### config.mk
export PLATFORM = sky130hd
export DESIGN_NAME = software_timer_bank_core
export DESIGN_NICKNAME = d
export VERILOG_FILES = /design/src/rtl/core/stb_pkg.sv /design/src/rtl/core/stb_ram.sv /design/src/rtl/core/software_timer_bank_core.sv
export SDC_FILE = /design/constraint.sdc
export NUM_CORES = 2
export LEC_CHECK = 0
export BUFFER_PORTS_ARGS = -buffer_cell sky130_fd_sc_hd__buf_2
export CAP_MARGIN = 10
export CORE_ASPECT_RATIO = 0.5
export CORE_MARGIN = 4
export CORE_UTILIZATION = 50
export CTS_CLUSTER_SIZE = 40
export DETAILED_ROUTE_END_ITERATION = 7
export PLACE_DENSITY = 0.66
export REMOVE_ABC_BUFFERS = 1
export SLEW_MARGIN = 20
export SYNTH_ARGS = -nofsm -noshare
export SYNTH_HDL_FRONTEND = slang
export SYNTH_SLANG_ARGS = --single-unit
### constraint.sdc
create_clock -name clk_i -period 8.62 [get_ports clk_i]
set_clock_uncertainty 0.15 [all_clocks]
set_input_delay 0.431 -clock clk_i [delete_from_list [all_inputs] [get_ports clk_i]]
set_output_delay 0.431 -clock clk_i [all_outputs]
set_load 0.1 [all_outputs]
### src/rtl/core/stb_pkg.sv
// shared constants for the software timer bank
// slot count, time width, command and result codes
// no dependencies
package stb_pkg;

  localparam int TIMER_SLOTS = 32;
  localparam int TIME_BITS   = 48;

  localparam int MODE_W   = 3;
  localparam int SLOT_W   = 5;
  localparam int VALUE_W  = 32;
  localparam int KIND_W   = 2;
  localparam int PERIOD_W = 16;

  localparam int US_PER_MS   = 1000;
  localparam int MS_W        = 10;
  localparam int DELTA_W     = VALUE_W + MS_W;
  localparam int SUM_W       = ((TIME_BITS > DELTA_W) ? TIME_BITS : DELTA_W) + 1;
  localparam int IDX_W       = (TIMER_SLOTS > 1) ? $clog2(TIMER_SLOTS) : 1;
  localparam int CNT_W       = $clog2(TIMER_SLOTS + 1);

  localparam logic [PERIOD_W-1:0] PERIOD_RESET = 16'd54925;

  localparam logic [MODE_W-1:0] MODE_TICK     = 3'd0;
  localparam logic [MODE_W-1:0] MODE_ALLOC    = 3'd1;
  localparam logic [MODE_W-1:0] MODE_FREE     = 3'd2;
  localparam logic [MODE_W-1:0] MODE_INTERVAL = 3'd3;
  localparam logic [MODE_W-1:0] MODE_HANDLER  = 3'd4;
  localparam logic [MODE_W-1:0] MODE_STOP     = 3'd5;
  localparam logic [MODE_W-1:0] MODE_START    = 3'd6;
  localparam logic [MODE_W-1:0] MODE_PERIODIC = 3'd7;

  localparam logic [KIND_W-1:0] KIND_REPLY     = 2'd0;
  localparam logic [KIND_W-1:0] KIND_EXPIRY    = 2'd1;
  localparam logic [KIND_W-1:0] KIND_IDLE_TICK = 2'd2;

endpackage

### src/rtl/core/stb_ram.sv
// generic single write port ram with registered read
// no dependencies
module stb_ram #(
  parameter int WIDTH = 32,
  parameter int DEPTH = 32
) (
  input  logic                                       clk_i,
  input  logic                                       we_i,
  input  logic [((DEPTH > 1) ? $clog2(DEPTH) : 1)-1:0] waddr_i,
  input  logic [WIDTH-1:0]                           wdata_i,
  input  logic [((DEPTH > 1) ? $clog2(DEPTH) : 1)-1:0] raddr_i,
  output logic [WIDTH-1:0]                           rdata_o
);

  logic [WIDTH-1:0] mem_q [DEPTH];
  logic [WIDTH-1:0] rdata_q;

  always_ff @(posedge clk_i) begin
    if (we_i) begin
      mem_q[waddr_i] <= wdata_i;
    end
    rdata_q <= mem_q[raddr_i];
  end

  assign rdata_o = rdata_q;

endmodule

### src/rtl/core/software_timer_bank_core.sv
// software timer bank core: tick driven slot scan and slot commands; uses stb_pkg and stb_ram
// command reply strobed in the cycle after the transfer; allocate reply after a search of
//   the used flags, one slot per cycle
// tick: busy during a scan of all slots, one slot per cycle through ram read, x1000 and
//   compare; at most one result per cycle, strobed and never held off by the receiver
// reset clears time, sequencer and used, periodic and handler flags, sets stop flags and period 54925; rams not cleared
module software_timer_bank_core (
  input  logic                              clk_i,
  input  logic                              rst_ni,
  input  logic                              start,
  output logic                              busy,
  input  logic [stb_pkg::MODE_W-1:0]        mode_i,
  input  logic [stb_pkg::SLOT_W-1:0]        slot_i,
  input  logic [stb_pkg::VALUE_W-1:0]       value_i,
  input  logic                              cfg_we_i,
  input  logic [stb_pkg::PERIOD_W-1:0]      cfg_wdata_i,
  output logic                              strobe_o,
  output logic [stb_pkg::SLOT_W-1:0]        slot_out_o,
  output logic [stb_pkg::KIND_W-1:0]        kind_o,
  output logic                              ok_o,
  output logic                              last_o
);

  localparam int Slots  = stb_pkg::TIMER_SLOTS;
  localparam int TimeW  = stb_pkg::TIME_BITS;
  localparam int IdxW   = stb_pkg::IDX_W;
  localparam int CntW   = stb_pkg::CNT_W;
  localparam int SlotW  = stb_pkg::SLOT_W;
  localparam int ValW   = stb_pkg::VALUE_W;
  localparam int DeltaW = stb_pkg::DELTA_W;
  localparam int SumW   = stb_pkg::SUM_W;

  localparam logic [1:0] ST_IDLE  = 2'd0;
  localparam logic [1:0] ST_SCAN  = 2'd1;
  localparam logic [1:0] ST_FIN   = 2'd2;
  localparam logic [1:0] ST_ALLOC = 2'd3;

  logic [1:0]                   state_q, state_d;
  logic [CntW-1:0]              cnt_q, cnt_d;
  logic [ValW-1:0]              val_q, val_d;
  logic [TimeW-1:0]             time_q, time_d;
  logic [stb_pkg::PERIOD_W-1:0] period_q, period_d;
  logic [Slots-1:0]             used_q, used_d;
  logic [Slots-1:0]             stop_q, stop_d;
  logic [Slots-1:0]             per_q, per_d;
  logic [Slots-1:0]             hdl_q, hdl_d;

  logic                         s1_vld_q, s1_vld_d;
  logic [IdxW-1:0]              s1_idx_q;
  logic                         s2_vld_q;
  logic [IdxW-1:0]              s2_idx_q;
  logic [DeltaW-1:0]            prod_q;
  logic [TimeW-1:0]             start2_q;

  logic                         pend_vld_q, pend_vld_d;
  logic [IdxW-1:0]              pend_idx_q, pend_idx_d;

  logic                         res_vld_q, res_vld_d;
  logic [SlotW-1:0]             res_slot_q, res_slot_d;
  logic [stb_pkg::KIND_W-1:0]   res_kind_q, res_kind_d;
  logic                         res_ok_q, res_ok_d;
  logic                         res_last_q, res_last_d;

  logic                         st_we, iv_we;
  logic [IdxW-1:0]              st_waddr, iv_waddr, ram_raddr;
  logic [TimeW-1:0]             st_wdata, st_rdata;
  logic [ValW-1:0]              iv_wdata, iv_rdata;

  logic                         accept;
  logic [TimeW:0]               time_sum;
  logic [IdxW-1:0]              cmd_idx, cnt_idx;
  logic                         cmd_hit;
  logic [SumW-1:0]              deadline;
  logic                         expired;

  stb_ram #(.WIDTH(TimeW), .DEPTH(Slots)) u_start_ram (
    .clk_i   (clk_i),
    .we_i    (st_we),
    .waddr_i (st_waddr),
    .wdata_i (st_wdata),
    .raddr_i (ram_raddr),
    .rdata_o (st_rdata)
  );

  stb_ram #(.WIDTH(ValW), .DEPTH(Slots)) u_interval_ram (
    .clk_i   (clk_i),
    .we_i    (iv_we),
    .waddr_i (iv_waddr),
    .wdata_i (iv_wdata),
    .raddr_i (ram_raddr),
    .rdata_o (iv_rdata)
  );

  assign busy      = (state_q != ST_IDLE);
  assign accept    = start && !busy;
  assign cnt_idx   = cnt_q[IdxW-1:0];
  assign ram_raddr = cnt_idx;
  assign cmd_idx   = IdxW'(slot_i);
  assign cmd_hit   = (32'(slot_i) < 32'(Slots)) && used_q[cmd_idx];
  assign time_sum  = {1'b0, time_q} + (TimeW + 1)'(period_q);
  assign deadline  = SumW'(start2_q) + SumW'(prod_q);
  assign expired   = s2_vld_q && used_q[s2_idx_q] && !stop_q[s2_idx_q] && hdl_q[s2_idx_q]
                     && (SumW'(time_q) >= deadline);

  always_comb begin
    state_d    = state_q;
    cnt_d      = cnt_q;
    val_d      = val_q;
    time_d     = time_q;
    period_d   = cfg_we_i ? cfg_wdata_i : period_q;
    used_d     = used_q;
    stop_d     = stop_q;
    per_d      = per_q;
    hdl_d      = hdl_q;
    s1_vld_d   = 1'b0;
    pend_vld_d = pend_vld_q;
    pend_idx_d = pend_idx_q;
    res_vld_d  = 1'b0;
    res_slot_d = res_slot_q;
    res_kind_d = res_kind_q;
    res_ok_d   = res_ok_q;
    res_last_d = res_last_q;
    st_we      = 1'b0;
    st_waddr   = cmd_idx;
    st_wdata   = time_q;
    iv_we      = 1'b0;
    iv_waddr   = cmd_idx;
    iv_wdata   = value_i;

    case (state_q)
      ST_IDLE: begin
        if (accept) begin
          case (mode_i)
            stb_pkg::MODE_TICK: begin
              time_d  = time_sum[TimeW] ? {TimeW{1'b1}} : time_sum[TimeW-1:0];
              cnt_d   = '0;
              state_d = ST_SCAN;
            end
            stb_pkg::MODE_ALLOC: begin
              val_d   = value_i;
              cnt_d   = '0;
              state_d = ST_ALLOC;
            end
            default: begin
              res_vld_d  = 1'b1;
              res_slot_d = slot_i;
              res_kind_d = stb_pkg::KIND_REPLY;
              res_ok_d   = cmd_hit;
              res_last_d = 1'b1;
              if (cmd_hit) begin
                case (mode_i)
                  stb_pkg::MODE_FREE: begin
                    used_d[cmd_idx] = 1'b0;
                    stop_d[cmd_idx] = 1'b1;
                    per_d[cmd_idx]  = 1'b0;
                    hdl_d[cmd_idx]  = 1'b0;
                  end
                  stb_pkg::MODE_INTERVAL: iv_we = 1'b1;
                  stb_pkg::MODE_HANDLER:  hdl_d[cmd_idx] = value_i[0];
                  stb_pkg::MODE_STOP:     stop_d[cmd_idx] = 1'b1;
                  stb_pkg::MODE_START: begin
                    stop_d[cmd_idx] = 1'b0;
                    st_we           = 1'b1;
                  end
                  default:                per_d[cmd_idx] = value_i[0];
                endcase
              end
            end
          endcase
        end
      end
      ST_ALLOC: begin
        if (!used_q[cnt_idx]) begin
          used_d[cnt_idx] = 1'b1;
          stop_d[cnt_idx] = 1'b1;
          per_d[cnt_idx]  = 1'b0;
          hdl_d[cnt_idx]  = 1'b0;
          iv_we           = 1'b1;
          iv_waddr        = cnt_idx;
          iv_wdata        = val_q;
          res_vld_d       = 1'b1;
          res_slot_d      = SlotW'(cnt_idx);
          res_kind_d      = stb_pkg::KIND_REPLY;
          res_ok_d        = 1'b1;
          res_last_d      = 1'b1;
          state_d         = ST_IDLE;
        end else if (cnt_q == CntW'(Slots - 1)) begin
          res_vld_d  = 1'b1;
          res_slot_d = '0;
          res_kind_d = stb_pkg::KIND_REPLY;
          res_ok_d   = 1'b0;
          res_last_d = 1'b1;
          state_d    = ST_IDLE;
        end else begin
          cnt_d = cnt_q + 1'b1;
        end
      end
      ST_SCAN: begin
        if (cnt_q < CntW'(Slots)) begin
          s1_vld_d = 1'b1;
          cnt_d    = cnt_q + 1'b1;
        end
        if (expired) begin
          if (per_q[s2_idx_q]) begin
            st_we    = 1'b1;
            st_waddr = s2_idx_q;
          end else begin
            stop_d[s2_idx_q] = 1'b1;
          end
          if (pend_vld_q) begin
            res_vld_d  = 1'b1;
            res_slot_d = SlotW'(pend_idx_q);
            res_kind_d = stb_pkg::KIND_EXPIRY;
            res_ok_d   = 1'b1;
            res_last_d = 1'b0;
          end
          pend_vld_d = 1'b1;
          pend_idx_d = s2_idx_q;
        end
        if (s2_vld_q && (s2_idx_q == IdxW'(Slots - 1))) begin
          state_d = ST_FIN;
        end
      end
      default: begin
        res_vld_d  = 1'b1;
        res_slot_d = pend_vld_q ? SlotW'(pend_idx_q) : '0;
        res_kind_d = pend_vld_q ? stb_pkg::KIND_EXPIRY : stb_pkg::KIND_IDLE_TICK;
        res_ok_d   = 1'b1;
        res_last_d = 1'b1;
        pend_vld_d = 1'b0;
        state_d    = ST_IDLE;
      end
    endcase
  end

  always_ff @(posedge clk_i or negedge rst_ni) begin
    if (!rst_ni) begin
      state_q    <= ST_IDLE;
      cnt_q      <= '0;
      time_q     <= '0;
      period_q   <= stb_pkg::PERIOD_RESET;
      used_q     <= '0;
      stop_q     <= '1;
      per_q      <= '0;
      hdl_q      <= '0;
      s1_vld_q   <= 1'b0;
      s2_vld_q   <= 1'b0;
      pend_vld_q <= 1'b0;
      res_vld_q  <= 1'b0;
    end else begin
      state_q    <= state_d;
      cnt_q      <= cnt_d;
      time_q     <= time_d;
      period_q   <= period_d;
      used_q     <= used_d;
      stop_q     <= stop_d;
      per_q      <= per_d;
      hdl_q      <= hdl_d;
      s1_vld_q   <= s1_vld_d;
      s2_vld_q   <= s1_vld_q;
      pend_vld_q <= pend_vld_d;
      res_vld_q  <= res_vld_d;
    end
  end

  // scan pipeline, allocate value and result payload
  always_ff @(posedge clk_i) begin
    val_q      <= val_d;
    s1_idx_q   <= cnt_idx;
    s2_idx_q   <= s1_idx_q;
    prod_q     <= DeltaW'(iv_rdata) * DeltaW'(stb_pkg::US_PER_MS);
    start2_q   <= st_rdata;
    pend_idx_q <= pend_idx_d;
    res_slot_q <= res_slot_d;
    res_kind_q <= res_kind_d;
    res_ok_q   <= res_ok_d;
    res_last_q <= res_last_d;
  end

  assign strobe_o   = res_vld_q;
  assign slot_out_o = res_slot_q;
  assign kind_o     = res_kind_q;
  assign ok_o       = res_ok_q;
  assign last_o     = res_last_q;

  a_tick_busy: assert property (@(posedge clk_i) disable iff (!rst_ni)
    accept && (mode_i == stb_pkg::MODE_TICK) |=> busy)
    else $error("tick transfer did not start a scan");

  a_pend_idle: assert property (@(posedge clk_i) disable iff (!rst_ni)
    !busy |-> !pend_vld_q)
    else $error("expiry left pending while idle");

  a_time_mono: assert property (@(posedge clk_i) disable iff (!rst_ni)
    1'b1 |=> time_q >= $past(time_q))
    else $error("running time went backward");

  a_idle_tick: assert property (@(posedge clk_i) disable iff (!rst_ni)
    strobe_o && (kind_o == stb_pkg::KIND_IDLE_TICK) |-> last_o && (slot_out_o == '0))
    else $error("malformed tick result without expiry");

endmodule
### Word level (Yosys, flattened, before mapping)

Memories as Yosys holds them, arrays and structs flattened. A register that Yosys moved wholly into a read port is not among the register bits.
Index checks and enable logic that the tools add are counted.

* $add $sub $neg: 3
* multiply operators: 1
* order comparisons: 8
* equal/unequal tests: 28
* muxes and demuxes: 122
* bitwise operators: 13
* reduce and logical (&&, ||, !) cells: 31

Operators with widths (number)
* 32-bit two-way mux: 21
* 32-bit one-hot mux with 2 select lines: 6
* 32-bit bitwise AND: 6
* 32-bit OR: 4
* 32-bit one-hot mux with 3 select lines: 1
* 32-bit bitwise mux: 2
* 32-bit inverter: 2
* 5-bit two-way mux: 12
* 48-bit by 16-bit adder with 49-bit output: 1
* 48-bit by 42-bit adder with 49-bit output: 1
* 48-bit by 49-bit greater-or-equal comparator with 1-bit output: 1
* 48-bit two-way mux: 1
* 1-bit two-way mux: 45
* 32-bit by 7-bit multiplier with 39-bit output, second input constant: 1
* 1-bit binary-select mux with 5-bit select: 6
* 6-bit two-way mux: 5
* 2-bit inequality test, second input constant: 13
* 6-bit AND reduction: 4
* 5-bit by 6-bit less-than comparator with 1-bit output, second input constant: 3
* 2-bit two-way mux: 9
* 6-bit one-hot mux with 3 select lines: 1
* 1-bit demux with 5-bit select: 3
* 5-bit by 1-bit greater-or-equal comparator with 1-bit output, second input constant: 3
* 5-bit one-hot mux with 3 select lines: 1
* 31 further kinds: 54

* bits in registers: 347
* RAM bits: 2560
* input port bits: 60
* logic and storage cells: 230
* memories kept: 2

Memories
* u_start_ram.mem_q: depth 32, bits a word 48, read ports 1, clocked after memory_dff 1, write ports 1, line stb_ram.sv:15 `logic [WIDTH-1:0] mem_q [DEPTH];`
* u_interval_ram.mem_q: depth 32, bits a word 32, read ports 1, clocked after memory_dff 1, write ports 1, line stb_ram.sv:15

### Depth between registers and ports, before layout

* depth in word-level cells: 11
* mapped depth: 24

### Modules after synthesis

Synthesis repeated with hierarchy kept, for this count alone.

* cells, all modules: 8282
* area, all modules: 125958.3 µm²

Modules (own cells, without submodules)
* stb_ram at u_start_ram: instances 1, cells an instance 3364, area an instance 60724.5 µm², seq. area each 47085.2 µm²
* stb_ram at u_interval_ram: instances 1, cells an instance 2260, area an instance 40487.6 µm², seq. area each 31390.1 µm²
* software_timer_bank_core: instances 1, cells an instance 2658, area an instance 24746.2 µm², seq. area each 8479.4 µm²

### Worst setup path before layout

OpenSTA, ideal clock, no wires.

* path type: register to register
* start point: reg prod_q[3]
* end point: mem u_start_ram.mem_q[16][0] (netlist bit) (enable)
* arrival time: 7.363 ns
* setup slack: 0.653 ns
* cell stages (with the launch flop): 24
* period minus slack after synthesis: 7.967 ns
* cell sequence: dfxtp_1 ha_1 inv_1 fa_1 nor2b_1 o21a_1 a311oi_1 a211oi_1 or4_1 a31oi_1 o31ai_1 a2111oi_0 nor3_1 ha_1 nand3_1 nor4_1 nand2_1 a41o_1 a2111oi_2 o2111ai_1 buf_2 a22o_1 buf_2 nor2_1

* cells in the longest elaborated chain, start to end: 7

RTL lines
* start, declared: line software_timer_bank_core.sv:52 `logic [DeltaW-1:0] prod_q;`
* start signal, assigned: line software_timer_bank_core.sv:271 `prod_q <= DeltaW'(iv_rdata) * DeltaW'(stb_pkg::US_PER_MS);`
* 48-bit by 42-bit adder with 49-bit output (*): line software_timer_bank_core.sv:101 `assign deadline = SumW'(start2_q) + SumW'(prod_q);`
* 48-bit by 49-bit greater-or-equal comparator with 1-bit output (*): line software_timer_bank_core.sv:103 `&& (SumW'(time_q) >= deadline);`
* 1-bit logical AND (*): line software_timer_bank_core.sv:103
* 1-bit two-way mux: line software_timer_bank_core.sv:203 `if (expired) begin`
* 1-bit one-hot mux with 2 select lines: line software_timer_bank_core.sv:130 `case (state_q)`
* 1-bit two-way mux: line stb_ram.sv:19 `if (we_i) begin`
* 1-bit two-way mux (not written as such): line stb_ram.sv:20 `mem_q[waddr_i] <= wdata_i;`
* end, declared: line stb_ram.sv:15

Mark *: on every way between the ends. The rest lies on a longest branch, timed or not.

### Worst setup path in the final report

* start point: reg prod_q[3]
* end point: mem u_start_ram.mem_q[2][18] (netlist bit) (enable)

Same word-level chain as after synthesis.

==> run_results.csv <==
group,metric,value,unit
outcome,status,"finished clean",
power,p_comb_frac,0.467,
synthesis,yosys_warnings,0,
sta,maxSlewViolCount,0,
route,routed_via_density,6.55,
power,switching_share,0.375,
synthesis,synth-compound-area-share,0.0587,
final_layout,fin_cells,10380,
die,rows,127,
route,wl,339000,microns
power,p_leak,0.0473,uW
synthesis,synthArstFlopShare,0.0683,
clock_tree,htreeDepth,5,
route,drc,0,
global_routing,grtUsageTotal,0.268,
power,power_switching,21200,uW
sta,rsz0062_at_grt,"false",
synthesis,synth.mux.area_fraction,0.128,
power,peakVddDrop,0.875,mV
setup_path,startpoint_type,"flip-flop",
sta,final_hold_viol_count,0,
route,dr.pass1.iters,6,
power,clkPwrFrac,0.211,
placement,place_hpwl,200000,microns
final_layout,finish.utilization,0.566,
sta,worstMarginPinSlew,1.16,ns
synthesis,synth_top_family_by_area,"multiplexers",
clock_tree,numCtsBuffers,268,
route,vias,68038,
global_routing,grt_max_degree,127,
die,die_height,357,microns
global_routing,grt_pass1_vias,67615,
die,dieArea,252000,sq um
placement,portBuffers,70,
placement,place_inst,9822,
synthesis,synth_ff_type,"edfxtp_1",
setup_path,ff2ff_path_depth,24,
sta,min_period_over_period,0.944,
synthesis,syn_area_per_cell,18.2,sq um
die,start_util,0.506,
power,internal_power,35400,uW
setup_path,crit_arrival,8.46,ns
final_layout,area_delta_synth_final,11.9,%
synthesis,synth-adder-area-share,0.0398,
placement,routabilityCongestion,0.918,
sta,fin_tns_setup,0,ns
setup_path,critPathMaxFanout,29,
final_layout,drive_above_1_share,0.207,
power,seqPwrFrac,0.322,
power,powerDensity,415,nW/um^2
clock_tree,ctsLongestPathBuffers,4,
die,ios,71,
final_layout,fin_nets,7317,
synthesis,syn_inst,6701,
route,first_iter_violations,9828,
sta,fin_crit,8.14,ns
global_routing,overflow,0,
sta,slew_headroom,0.222,
worst_hold_path,whs_path_depth,2,
die,core,241000,sq um
setup_path,crit_type,"flip-flop to flip-flop",
clock_tree,clk_latency,0.87,ns
clock_tree,path_clk_slew,0.06,ns
synthesis,synth_simple_gate_area_frac,0.0357,
clock_tree,cts_tree,"built",
sta,fmax,123,MHz
sta,setup_viol,0,
worst_hold_path,hold_path_class,"input pin to flip-flop",
clock_tree,cts-root-buf,"clkbuf_16",
die,die_x,706,microns
clock_tree,clock_sinks,2987,
synthesis,synth_edf_count,2606,
synthesis,syn_area,122000,sq um
global_routing,grt_pass1_wl,488000,microns
synthesis,synth_xor_area_frac,0.00768,
route,drtAntennaViolNets,0,
synthesis,yosysUniqueCellTypes,78,
synthesis,yosys_register_bits,2987,
setup_path,crit_required,8.94,ns
setup_path,critPathCaptureType,"flip-flop",
route,wl_per_cell,32.7,microns
global_routing,antenna_found_initial,39,
synthesis,ys_seq_area_frac,0.713,
job,maxCapViolCount,0,
## cell usage in the layout (no fill, tap or decap), types with 45 or more instances in the layout
cell | Yosys | routed
a21o_1 | 49 | 49
a21oi_1 | 195 | 195
a22oi_1 | 330 | 330
a31oi_1 | 84 | 84
buf_2 | 9 | 69
buf_4 | 2 | 154
clkbuf_1 | 253 | 51
clkbuf_16 | 0 | 277
clkinv_1 | 0 | 45
dfrtp_1 | 163 | 139
dfxtp_1 | 177 | 176
dlygate4sd3_1 | 0 | 71
edfxtp_1 | 2606 | 2606
fa_1 | 120 | 120
ha_1 | 196 | 196
inv_1 | 207 | 205
mux4_2 | 666 | 666
nand2_1 | 259 | 258
nand3_1 | 58 | 58
nand4_1 | 112 | 112
nor2_1 | 248 | 182
nor2_4 | 0 | 64
o21ai_0 | 247 | 247
xnor2_1 | 66 | 66
## cells by family (layout without fill, tap and decap cells)
group | Yosys count | count (layout)
AOI/OAI and AO/OA | 1113 | 1113
xor gates and xnor gates | 107 | 107
adders and majority gates | 316 | 316
buffers and inverters | 557 | 993
DFF | 2987 | 2987
muxes | 718 | 718
other | 0 | 17
and+or+nand+nor | 903 | 904
## sequential cells by signal, indices dropped and copies added, names as in the netlist, 6 cells and up, named ones only
name,count
start2_q,48
u_start_ram.rdata_o,48
u_interval_ram.rdata_o,32
hdl_q,32
st_wdata,48
u_interval_ram.mem_q,1024
used_q,32
prod_q,39
period_q,16
per_q,32
cnt_q,6
u_start_ram.mem_q,1536
val_q,32
## synthesized netlist by cell type (all sizes together) (27+ instances only)
cell    number  share of area
edfxtp    2606           0.64
mux4       666           0.12
a22oi      331          0.020
o21ai      289          0.012
nand2      259         0.0080
clkbuf     253         0.0078
nor2       248         0.0076
inv        207         0.0064
ha         196          0.020
a21oi      195         0.0080
dfxtp      177          0.029
dfrtp      163          0.033
fa         120          0.020
nand4      112         0.0057
buf         97         0.0036
a31oi       84         0.0043
xnor2       66         0.0047
nand3       58         0.0024
a21o        49         0.0030
nor3        42         0.0017
dfstp       41         0.0088
xor2        41         0.0029
mux2i       36         0.0031
and3        30         0.0015
nand2b      29         0.0015
nor2b       27         0.0014
## timing repair
action,4_1_cts,5_1_grt
setup buffers,0,0
hold endpoints to repair,119,0
setup endpoints to repair,0,409
gates resized for setup,0,9
hold buffers,71,0
## critical path, cell delays in order, from the launching register on
cell and delay (ns):
dfxtp_1 0.30, ha_1 0.22, inv_1 0.08, fa_1 0.21
nor2b_1 0.06, o21a_1 0.19, a311oi_1 0.52, a211oi_1 0.22
or4_1 0.59, a31oi_1 0.23, o31ai_1 0.26, a2111oi_0 0.50
nor3_1 0.12, ha_1 0.31, nand3_1 0.12, nor4_1 0.58
nand4_1 0.17, o211ai_1 0.16, a21oi_1 0.11, a2111oi_4 0.56
o2111ai_2 0.37, buf_4 0.34, mux2i_1 0.34, nor2_4 0.49
buf_4 0.52
## routing by layer
metal	track usage	vias up	part of all wire
met3	0.0580	668	0.11
met1	0.378	35659	0.39
met2	0.424	4185	0.47
met4	0.0817	18	0.034
met5	0	-	0.00034
li1	-	27508	-
## power groups by stage
stage | logic, uW | clock network (uW) | registers (uW)
floorplan | 16700 | 0 | 18700
global placement | 25900 | 0 | 18500
detailed placement | 26400 | 0 | 18500
CTS | 26600 | 12100 | 18200
global route | 29600 | 12800 | 18300
finish | 26500 | 12000 | 18200
## worst paths after layout
path	start	end	slack, ns
hold / removal	value_i[10]	val_q[10]$_DFFE_PP_	0.16
setup reg to reg	prod_q[3]$_DFF_P_	u_start_ram.mem_q[2][18]$_DFFE_PP_	0.48
min in group asynchronous	rst_ni	strobe_o$_DFF_PN0_	0.54
setup / recovery	prod_q[3]$_DFF_P_	u_start_ram.mem_q[2][18]$_DFFE_PP_	0.48
hold reg to reg	u_start_ram.rdata_o[11]$_DFF_P_	start2_q[11]$_DFF_P_	0.17
max in group asynchronous	rst_ni	st_wdata[32]$_DFFE_PN0P_	6.34
## metrics by stage
step | hold WS (ns) | total power (uW) | instance area (sq um) | worst slack (ns)
detailed placement | 0.162 | 44900 | 127000 | 0.0746
global placement | 0.161 | 44400 | 127000 | 0.135
finish | 0.156 | 56600 | 137000 | 0.484
floorplan | -0.0146 | 35400 | 121000 | -21.72
CTS | 0.0753 | 56900 | 136000 | 0.116
global route | 0.128 | 60600 | 136000 | 0.0817
## final cells by class
cell class / count / area, sq um
inverters: 207 / 777
clock buffers: 343 / 7330
clock inverters: 124 / 1260
fillers: 17880 / 105000
diodes: 17 / 42.5
repair buffers: 319 / 2650
multi-input cells: 3158 / 33400
flip-flops and latches: 2987 / 87000
well taps: 3225 / 4040
(Power assumes the default switching activity.)
